$ cat src/rtl/core/deuc_pkg.sv
// Shared types and constants for the data EEPROM unlock controller.
`default_nettype none

package deuc_pkg;

    // bus access kinds
    localparam logic ACT_READ  = 1'b0;
    localparam logic ACT_WRITE = 1'b1;

    // register select codes
    localparam logic [1:0] SEL_CTRL = 2'd0;
    localparam logic [1:0] SEL_KEY  = 2'd1;
    localparam logic [1:0] SEL_ADDR = 2'd2;
    localparam logic [1:0] SEL_DATA = 2'd3;

    // unlock key values
    localparam logic [7:0] KEY_ARM    = 8'h55;
    localparam logic [7:0] KEY_UNLOCK = 8'hAA;

    // control register bit positions
    localparam int BIT_RD   = 0;
    localparam int BIT_WR   = 1;
    localparam int BIT_WREN = 2;
    localparam int BIT_CFG  = 7;

    // erased cell value
    localparam logic [7:0] CELL_ERASED = 8'hFF;

    // unlock sequence state; the fourth code never arises
    typedef enum logic [1:0] {
        UNL_LOCKED = 2'd0,
        UNL_OPEN   = 2'd1,
        UNL_ARMED  = 2'd2
    } t_unlock;

    // controller state, one-hot
    typedef enum logic [3:0] {
        S_IDLE = 4'b0001,
        S_EXEC = 4'b0010,
        S_LOAD = 4'b0100,
        S_DONE = 4'b1000
    } t_state;

    // commands from controller to datapath
    typedef struct packed {
        logic capture;  // take the bus request
        logic poll;     // run one controller poll
        logic load;     // move cell read data into data register
        logic emit;     // load the result register
    } t_dp_cmd;

    // status from datapath to controller
    typedef struct packed {
        logic is_write;   // latched request is a bus write
        logic reads_cell; // poll will fetch a cell
        logic out_free;   // result register can take a new result
    } t_dp_status;

endpackage

`default_nettype wire

$ cat src/rtl/core/deuc_ctrl.sv
// Sequencing state machine of the data EEPROM unlock controller.
`default_nettype none

module deuc_ctrl (
    input  wire                   i_clk,
    input  wire                   i_rst_n,
    input  wire                   i_in_valid,
    output logic                  o_in_stall,
    input  deuc_pkg::t_dp_status  i_status,
    output deuc_pkg::t_dp_cmd     o_cmd
);
    import deuc_pkg::*;

    t_state r_state;
    t_state n_state;

    // next state
    always_comb begin
        n_state = r_state;
        case (r_state)
            S_IDLE: begin
                if (i_in_valid) n_state = S_EXEC;
            end
            S_EXEC: begin
                if (i_status.is_write && i_status.reads_cell) n_state = S_LOAD;
                else n_state = S_DONE;
            end
            S_LOAD: begin
                n_state = S_DONE;
            end
            S_DONE: begin
                if (i_status.out_free) n_state = S_IDLE;
            end
            default: begin
                n_state = S_IDLE;
            end
        endcase
    end

    always_ff @(posedge i_clk) begin
        if (!i_rst_n) r_state <= S_IDLE;
        else r_state <= n_state;
    end

    // commands
    assign o_in_stall    = (r_state != S_IDLE);
    assign o_cmd.capture = (r_state == S_IDLE) && i_in_valid;
    assign o_cmd.poll    = (r_state == S_EXEC) && i_status.is_write;
    assign o_cmd.load    = (r_state == S_LOAD);
    assign o_cmd.emit    = (r_state == S_DONE) && i_status.out_free;

endmodule

`default_nettype wire

$ cat src/rtl/core/deuc_dp.sv
// Register file, cell store, poll logic and result register.
`default_nettype none

module deuc_dp #(
    parameter int STORE_DEPTH = 256
) (
    input  wire                   i_clk,
    input  wire                   i_rst_n,
    input  wire                   i_action,
    input  wire [1:0]             i_reg_select,
    input  wire [7:0]             i_write_data,
    input  deuc_pkg::t_dp_cmd     i_cmd,
    output deuc_pkg::t_dp_status  o_status,
    output logic                  o_out_valid,
    input  wire                   i_out_stall,
    output logic [7:0]            o_read_data,
    output logic                  o_cell_written
);
    import deuc_pkg::*;

    localparam int IW = $clog2(STORE_DEPTH);

    // bus registers
    logic [7:0] r_ctrl;
    logic [7:0] r_key;
    logic [7:0] r_addr;
    logic [7:0] r_data;
    t_unlock    r_unl;

    // latched request and pending result
    logic       r_is_write;
    logic [7:0] r_rd_data;
    logic       r_wrote;

    // cell store with per-entry written flags
    logic [7:0]             r_mem [STORE_DEPTH];
    logic [STORE_DEPTH-1:0] r_vld;
    logic [7:0]             r_mem_q;
    logic                   r_mem_v;

    // address to cell index, folded at elaboration
    logic [IW-1:0] w_idx_tab [256];
    logic [IW-1:0] w_idx;

    for (genvar g = 0; g < 256; g++) begin : g_idx
        localparam int unsigned CI = g % STORE_DEPTH;
        assign w_idx_tab[g] = CI[IW-1:0];
    end
    assign w_idx = w_idx_tab[r_addr];

    // selected register for bus reads
    logic [7:0] w_sel_val;
    always_comb begin
        case (i_reg_select)
            SEL_CTRL: w_sel_val = r_ctrl;
            SEL_KEY:  w_sel_val = r_key;
            SEL_ADDR: w_sel_val = r_addr;
            default:  w_sel_val = r_data;
        endcase
    end

    // poll decisions
    logic    w_key_eval;
    t_unlock w_unl_k;
    logic    w_rd_req;
    logic    w_wr_go;
    logic    w_cfg;

    always_comb begin
        w_key_eval = r_ctrl[BIT_WREN] && (r_key != 8'd0);
        w_unl_k    = r_unl;
        if (w_key_eval) begin
            if (r_key == KEY_ARM) w_unl_k = UNL_ARMED;
            else if (r_key == KEY_UNLOCK && r_unl == UNL_ARMED) w_unl_k = UNL_OPEN;
            else w_unl_k = UNL_LOCKED;
        end
        w_rd_req = r_ctrl[BIT_RD];
        w_wr_go  = !r_ctrl[BIT_RD] && r_ctrl[BIT_WR] && (w_unl_k == UNL_OPEN);
        w_cfg    = r_ctrl[BIT_CFG];
    end

    // bus registers and unlock state
    always_ff @(posedge i_clk) begin
        if (!i_rst_n) begin
            r_ctrl <= 8'd0;
            r_key  <= 8'd0;
            r_addr <= 8'd0;
            r_data <= 8'd0;
            r_unl  <= UNL_LOCKED;
        end else if (i_cmd.capture) begin
            if (i_action == ACT_WRITE) begin
                case (i_reg_select)
                    SEL_CTRL: r_ctrl <= i_write_data;
                    SEL_KEY:  r_key  <= i_write_data;
                    SEL_ADDR: r_addr <= i_write_data;
                    default:  r_data <= i_write_data;
                endcase
            end
        end else if (i_cmd.poll) begin
            if (w_key_eval) r_key <= 8'd0;
            r_unl <= w_unl_k;
            if (w_rd_req) begin
                r_ctrl[BIT_RD] <= 1'b0;
            end else if (w_wr_go) begin
                r_ctrl[BIT_WR] <= 1'b0;
                r_unl          <= UNL_LOCKED;
            end
        end else if (i_cmd.load) begin
            r_data <= r_mem_v ? r_mem_q : CELL_ERASED;
        end
    end

    // request latch and pending result
    always_ff @(posedge i_clk) begin
        if (i_cmd.capture) begin
            r_is_write <= (i_action == ACT_WRITE);
            r_rd_data  <= (i_action == ACT_WRITE) ? 8'd0 : w_sel_val;
            r_wrote    <= 1'b0;
        end else if (i_cmd.poll && w_wr_go && !w_cfg) begin
            r_wrote <= 1'b1;
        end
    end

    // cell store port
    always_ff @(posedge i_clk) begin
        if (i_cmd.poll) begin
            if (w_wr_go && !w_cfg) r_mem[w_idx] <= r_data;
            r_mem_q <= r_mem[w_idx];
            r_mem_v <= r_vld[w_idx];
        end
    end

    // written flags; unwritten cells read as erased
    always_ff @(posedge i_clk) begin
        if (!i_rst_n) r_vld <= '0;
        else if (i_cmd.poll && w_wr_go && !w_cfg) r_vld[w_idx] <= 1'b1;
    end

    // result register
    always_ff @(posedge i_clk) begin
        if (!i_rst_n) begin
            o_out_valid <= 1'b0;
        end else if (i_cmd.emit) begin
            o_out_valid <= 1'b1;
        end else if (!i_out_stall) begin
            o_out_valid <= 1'b0;
        end
    end

    always_ff @(posedge i_clk) begin
        if (i_cmd.emit) begin
            o_read_data    <= r_rd_data;
            o_cell_written <= r_wrote;
        end
    end

    assign o_status.is_write   = r_is_write;
    assign o_status.reads_cell = w_rd_req && !w_cfg;
    assign o_status.out_free   = !o_out_valid || !i_out_stall;

endmodule

`default_nettype wire

$ cat src/rtl/core/data_eeprom_unlock_controller_top.sv
// Top level of the data EEPROM unlock controller.
//
// channel  direction  handshake                  payload
// in       slave      i_in_valid / o_in_stall    i_action, i_reg_select, i_write_data
// out      master     o_out_valid / i_out_stall  o_read_data, o_cell_written
//
// A result enters the result register after its request passes the EXEC and DONE
// states, and LOAD as well when a write kicks off a cell read, since the
// single-port cell store read is registered. The input stays stalled until then,
// so a new request is taken only once the last result is in the result register.
// A stalled result holds the next request before its own result. Reset clears bus
// registers, unlock state and cell written flags; cells never written read as erased (0xFF).
`default_nettype none

module data_eeprom_unlock_controller_top #(
    parameter int STORE_DEPTH = 256
) (
    input  wire        i_clk,
    input  wire        i_rst_n,
    input  wire        i_in_valid,
    output logic       o_in_stall,
    input  wire        i_action,
    input  wire [1:0]  i_reg_select,
    input  wire [7:0]  i_write_data,
    output logic       o_out_valid,
    input  wire        i_out_stall,
    output logic [7:0] o_read_data,
    output logic       o_cell_written
);
    import deuc_pkg::*;

    t_dp_cmd    w_cmd;
    t_dp_status w_status;

    deuc_ctrl u_ctrl (
        .i_clk      (i_clk),
        .i_rst_n    (i_rst_n),
        .i_in_valid (i_in_valid),
        .o_in_stall (o_in_stall),
        .i_status   (w_status),
        .o_cmd      (w_cmd)
    );

    deuc_dp #(
        .STORE_DEPTH (STORE_DEPTH)
    ) u_dp (
        .i_clk          (i_clk),
        .i_rst_n        (i_rst_n),
        .i_action       (i_action),
        .i_reg_select   (i_reg_select),
        .i_write_data   (i_write_data),
        .i_cmd          (w_cmd),
        .o_status       (w_status),
        .o_out_valid    (o_out_valid),
        .i_out_stall    (i_out_stall),
        .o_read_data    (o_read_data),
        .o_cell_written (o_cell_written)
    );

    // a committed cell write comes only from a bus write, which returns zero
    a_written_zero: assert property (@(posedge i_clk) disable iff (!i_rst_n)
        o_out_valid && o_cell_written |-> o_read_data == 8'd0)
        else $error("cell write result carries nonzero read data");

    // an accepted request keeps the input stalled in the next cycle
    a_accept_busy: assert property (@(posedge i_clk) disable iff (!i_rst_n)
        i_in_valid && !o_in_stall |=> o_in_stall)
        else $error("input accepted back to back");

    // a new result appears only while a request is being worked on
    a_result_busy: assert property (@(posedge i_clk) disable iff (!i_rst_n)
        $rose(o_out_valid) |-> $past(o_in_stall))
        else $error("result without a request in flight");

    // capture never coincides with poll or load
    a_cmd_excl: assert property (@(posedge i_clk) disable iff (!i_rst_n)
        !(w_cmd.capture && (w_cmd.poll || w_cmd.load)))
        else $error("capture overlaps poll or load");

endmodule

`default_nettype wire
$ cat config.mk
export PLATFORM = sky130hd
export DESIGN_NAME = data_eeprom_unlock_controller_top
export DESIGN_NICKNAME = d
export VERILOG_FILES = /design/src/rtl/core/deuc_pkg.sv /design/src/rtl/core/deuc_ctrl.sv /design/src/rtl/core/deuc_dp.sv /design/src/rtl/core/data_eeprom_unlock_controller_top.sv
export SDC_FILE = /design/constraint.sdc
export NUM_CORES = 2
export LEC_CHECK = 0
export BUFFER_PORTS_ARGS = -buffer_cell sky130_fd_sc_hd__buf_2
export CAP_MARGIN = 20
export CORE_MARGIN = 3
export CORE_UTILIZATION = 45
export CTS_BUF_LIST = sky130_fd_sc_hd__clkbuf_4 sky130_fd_sc_hd__clkbuf_8
export DETAILED_ROUTE_END_ITERATION = 8
export HOLD_SLACK_MARGIN = 0.08
export PLACE_DENSITY_LB_ADDON = 0.12
export SLEW_MARGIN = 20
export SYNTH_ARGS = -nofsm -noshare
export SYNTH_HDL_FRONTEND = slang
export SYNTH_SLANG_ARGS = --single-unit
$ cat constraint.sdc
create_clock -name i_clk -period 5.3 [get_ports i_clk]
set_input_delay 1.06 -clock i_clk [delete_from_list [all_inputs] [get_ports i_clk]]
set_output_delay 1.06 -clock i_clk [all_outputs]
set_load 0.02 [all_outputs]
==> out/results.tsv <==
stage	metric	value	unit
status	status	completed	
clock_tree	Sink Count	2371	
finish	fraction of final layout cells sized beyond drive strength 1	32.4	%
clock_tree	worst skew pair latency	1.08	ns
die	top-level I/O count	26	
die	Die Ht	459	um
die	Die ar.	210000	sq um
route	DR vias	49630	
synthesis	main flop type after synthesis	edfxtp_1	
clock_tree	CTS Hold Bufs	0	
route	Pre-antenna DRT Iters	5	
grt	met3 Use GR	6.30	%
grt	first-pass GRT wire length	387000	um
setup_path	crit path capture type	flop	
setup_path	critical path startpoint	u_dp.r_key[0]$_SDFFE_PN0P_	
finish	nets@finish	5060	
sta	Post-Route Skew	0.0895	ns
sta	Final setup viols	0	
synthesis	Synth cell types	70	
placed_design	hpwl dp	170000	um
setup_path	Required @ worst endpoint	5.95	ns
synthesis	Area contributors post-synth	edfxtp_1, mux4_2, dfxtp_1, o21a_1, nor3_2	
setup_path	WS Path Type	flop to flop	
synthesis	FFs w/ async S/R, synth	0	%
synthesis	top cell type's share of synthesized area	67.6	%
clock_tree	clock buffer depth	4	
synthesis	cell accounting for the most synthesized area	edfxtp_1	
clock_tree	Root Buffer	clkbuf_8	
grt	GRT overflow	0	
clock_tree	post-CTS setup buffer count	0	
clock_tree	Num CTS Buffers	401	
grt	met1 usage	37.4	%
die	Core Rows	165	
synthesis	Synth Area per Inst	19.9	sq um
synthesis	syn_nets	4647	
pwr	Power Dens Cells	361	nW/um^2
die	Initial Utilization	45.4	%
setup_path	Max FO, Critical Path	17	
sta	fin crit period	4.40	ns
synthesis	cell count after synthesis	4632	
route	Total Wirelength	275000	um
synthesis	Yosys reg bits	2371	
sta	fin crit share	82.9	%
route	Final ANT Viol Nets	0	
grt	Global Route met2 Usage	38.9	%
grt	vias in the first global route	49487	
sta	Max Fclk	227	MHz
synthesis	sequential area share after synthesis	74.0	%
placed_design	GP Congestion	0.862	
grt	initial antenna violation count	19	
min_path	hold_sp	i_in_valid	
clock_tree	clk slew on worst S/H paths	0.06	ns
pwr	leak pwr	33.0	nW
finish	Syn-to-layout area delta	14.2	%
route	Post-route DRC	0	
clock_tree	CTS H-tree lvls	5	
sta	Final Max Tran Viols	0	
finish	Layout Utilization	51.9	%
synthesis	area of the mapped netlist	92100	sq um
grt	Tot GR Track Use	26.2	%
pwr	worst IR drop on VDD	0.273	mV
min_path	HP Class	input pin to flop	
synthesis	number of enable flip-flop cells after synthesis	2075	
sta	unrepaired setup endpoints after global routing	no	
route	DRT iter0 DRCs	6020	
sta	Slew headroom	18.7	%
placed_design	PortBufs	25	
job	max capacitance violation total	0	
clock_tree	CTS resizes	0	
synthesis	most frequent cells after synthesis	edfxtp_1, mux4_2, dfxtp_1	
sta	Hold Fails Final Rpt	0	
grt	largest net degree at the start of global routing	210	
setup_path	Critical Path AT	5.05	ns
sta	Setup TNS Final	0	ns
die	Core Box Area	203000	sq um
synthesis	yosys warns	0	
die	Die Width	459	um
route	Routed WL per cell	34.2	um
sta	Worst-Margin Slew	1.22	ns
synthesis	most common cell in the netlist	edfxtp_1	
setup_path	crit start category	flop	
grt	most used routing layer	met2	
placed_design	DP Worst Slack	0.921	ns
route	Via density	6.17	
clock_tree	TritonCTS clock tree	done	
setup_path	worst r2r src	u_dp.r_key[0]$_SDFFE_PN0P_	
sta	fin worst setup slack	0.904	ns
-- cells by family (layout without fill, tap and decap cells) --
family                 after synthesis  in the layout  synth area share (%)
flip-flops                        2371           2371                  74.0
AO/OA/AOI/OAI                      559            559                  4.25
multiplexers                       706            706                  16.1
AND/OR/NAND/NOR                    666            666                  3.98
buffers and inverters              330           1061                  1.63
other                                0              6                     0
-- state kept, by name (all words and copies together) (netlist names), 2 cells and up --
name / flops
u_dp.r_key: 8
u_dp.r_vld: 256
u_dp.r_addr: 8
u_dp.r_data: 8
u_dp.r_mem_q: 8
u_dp.r_mem: 2048
u_dp.r_unl: 2
u_ctrl.r_state: 4
u_dp.r_rd_data: 8
u_dp.r_ctrl: 8
u_dp.o_read_data: 8
-- metrics by stage --
step	cell area, sq um	hold WS, ns	instances	total power [mW]
detailed placement	97000	0.406	7312	21.6
floorplan	92100	0.400	4632	21.2
global route	105000	0.271	8036	39.2
CTS	105000	0.183	8033	38.3
global placement	97000	0.406	7310	21.6
finish	105000	0.311	8041	38.0
-- worst max-delay path: stages (launching register included) --
cell	delay, ns
dfxtp_1	0.34
or4_4	0.55
or4b_4	0.56
mux2i_4	0.24
nand4b_4	0.54
or3_1	0.95
nor2_1	0.79
-- final timing paths --
kind	endpoint	slack (ns)	cells after the start
hold reg to reg	u_dp.o_read_data[3]$_DFFE_PP_	0.42	0
setup reg to reg	u_dp.r_mem[136][5]$_DFFE_PP_	0.90	6
setup / recovery	u_dp.r_mem[136][5]$_DFFE_PP_	0.90	6
hold / removal	u_ctrl.r_state[1]$_SDFFE_PN0P_	0.31	2
-- cells in the final DEF, fill, tap and decap left out, types with 91 or more instances in the layout --
| master | instances |
|---|---|
| dfxtp_1 | 280 |
| o21ai_1 | 91 |
| buf_4 | 265 |
| nor2_1 | 122 |
| clkbuf_8 | 428 |
| mux4_2 | 619 |
| edfxtp_1 | 2075 |
| clkbuf_4 | 126 |
| nand2_1 | 172 |
| o21a_1 | 161 |
-- power by group --
group	switching, mW	internal, mW	total [mW]
Clock	7.35	9.50	16.8
Combinational	0.638	0.279	0.917
Sequential	0.0679	20.2	20.3
-- routing by layer --
metal / vias up / share of wire (%)
li1: 20115 / -
met1: 26453 / 41
met2: 2549 / 45
met3: 507 / 9.3
met4: 6 / 3.9
met5: - / 0.012
-- layout make-up --
class | instances | area [sq um]
flip-flops and latches | 2371 | 68300
clock inverters | 167 | 1360
fillers | 16221 | 97700
well taps | 2672 | 3340
inverters | 15 | 56.3
repair buffers | 325 | 2830
multi-input cells | 1931 | 22500
clock buffers | 554 | 6840
diodes | 6 | 15.0
(Power assumes the default switching activity.)
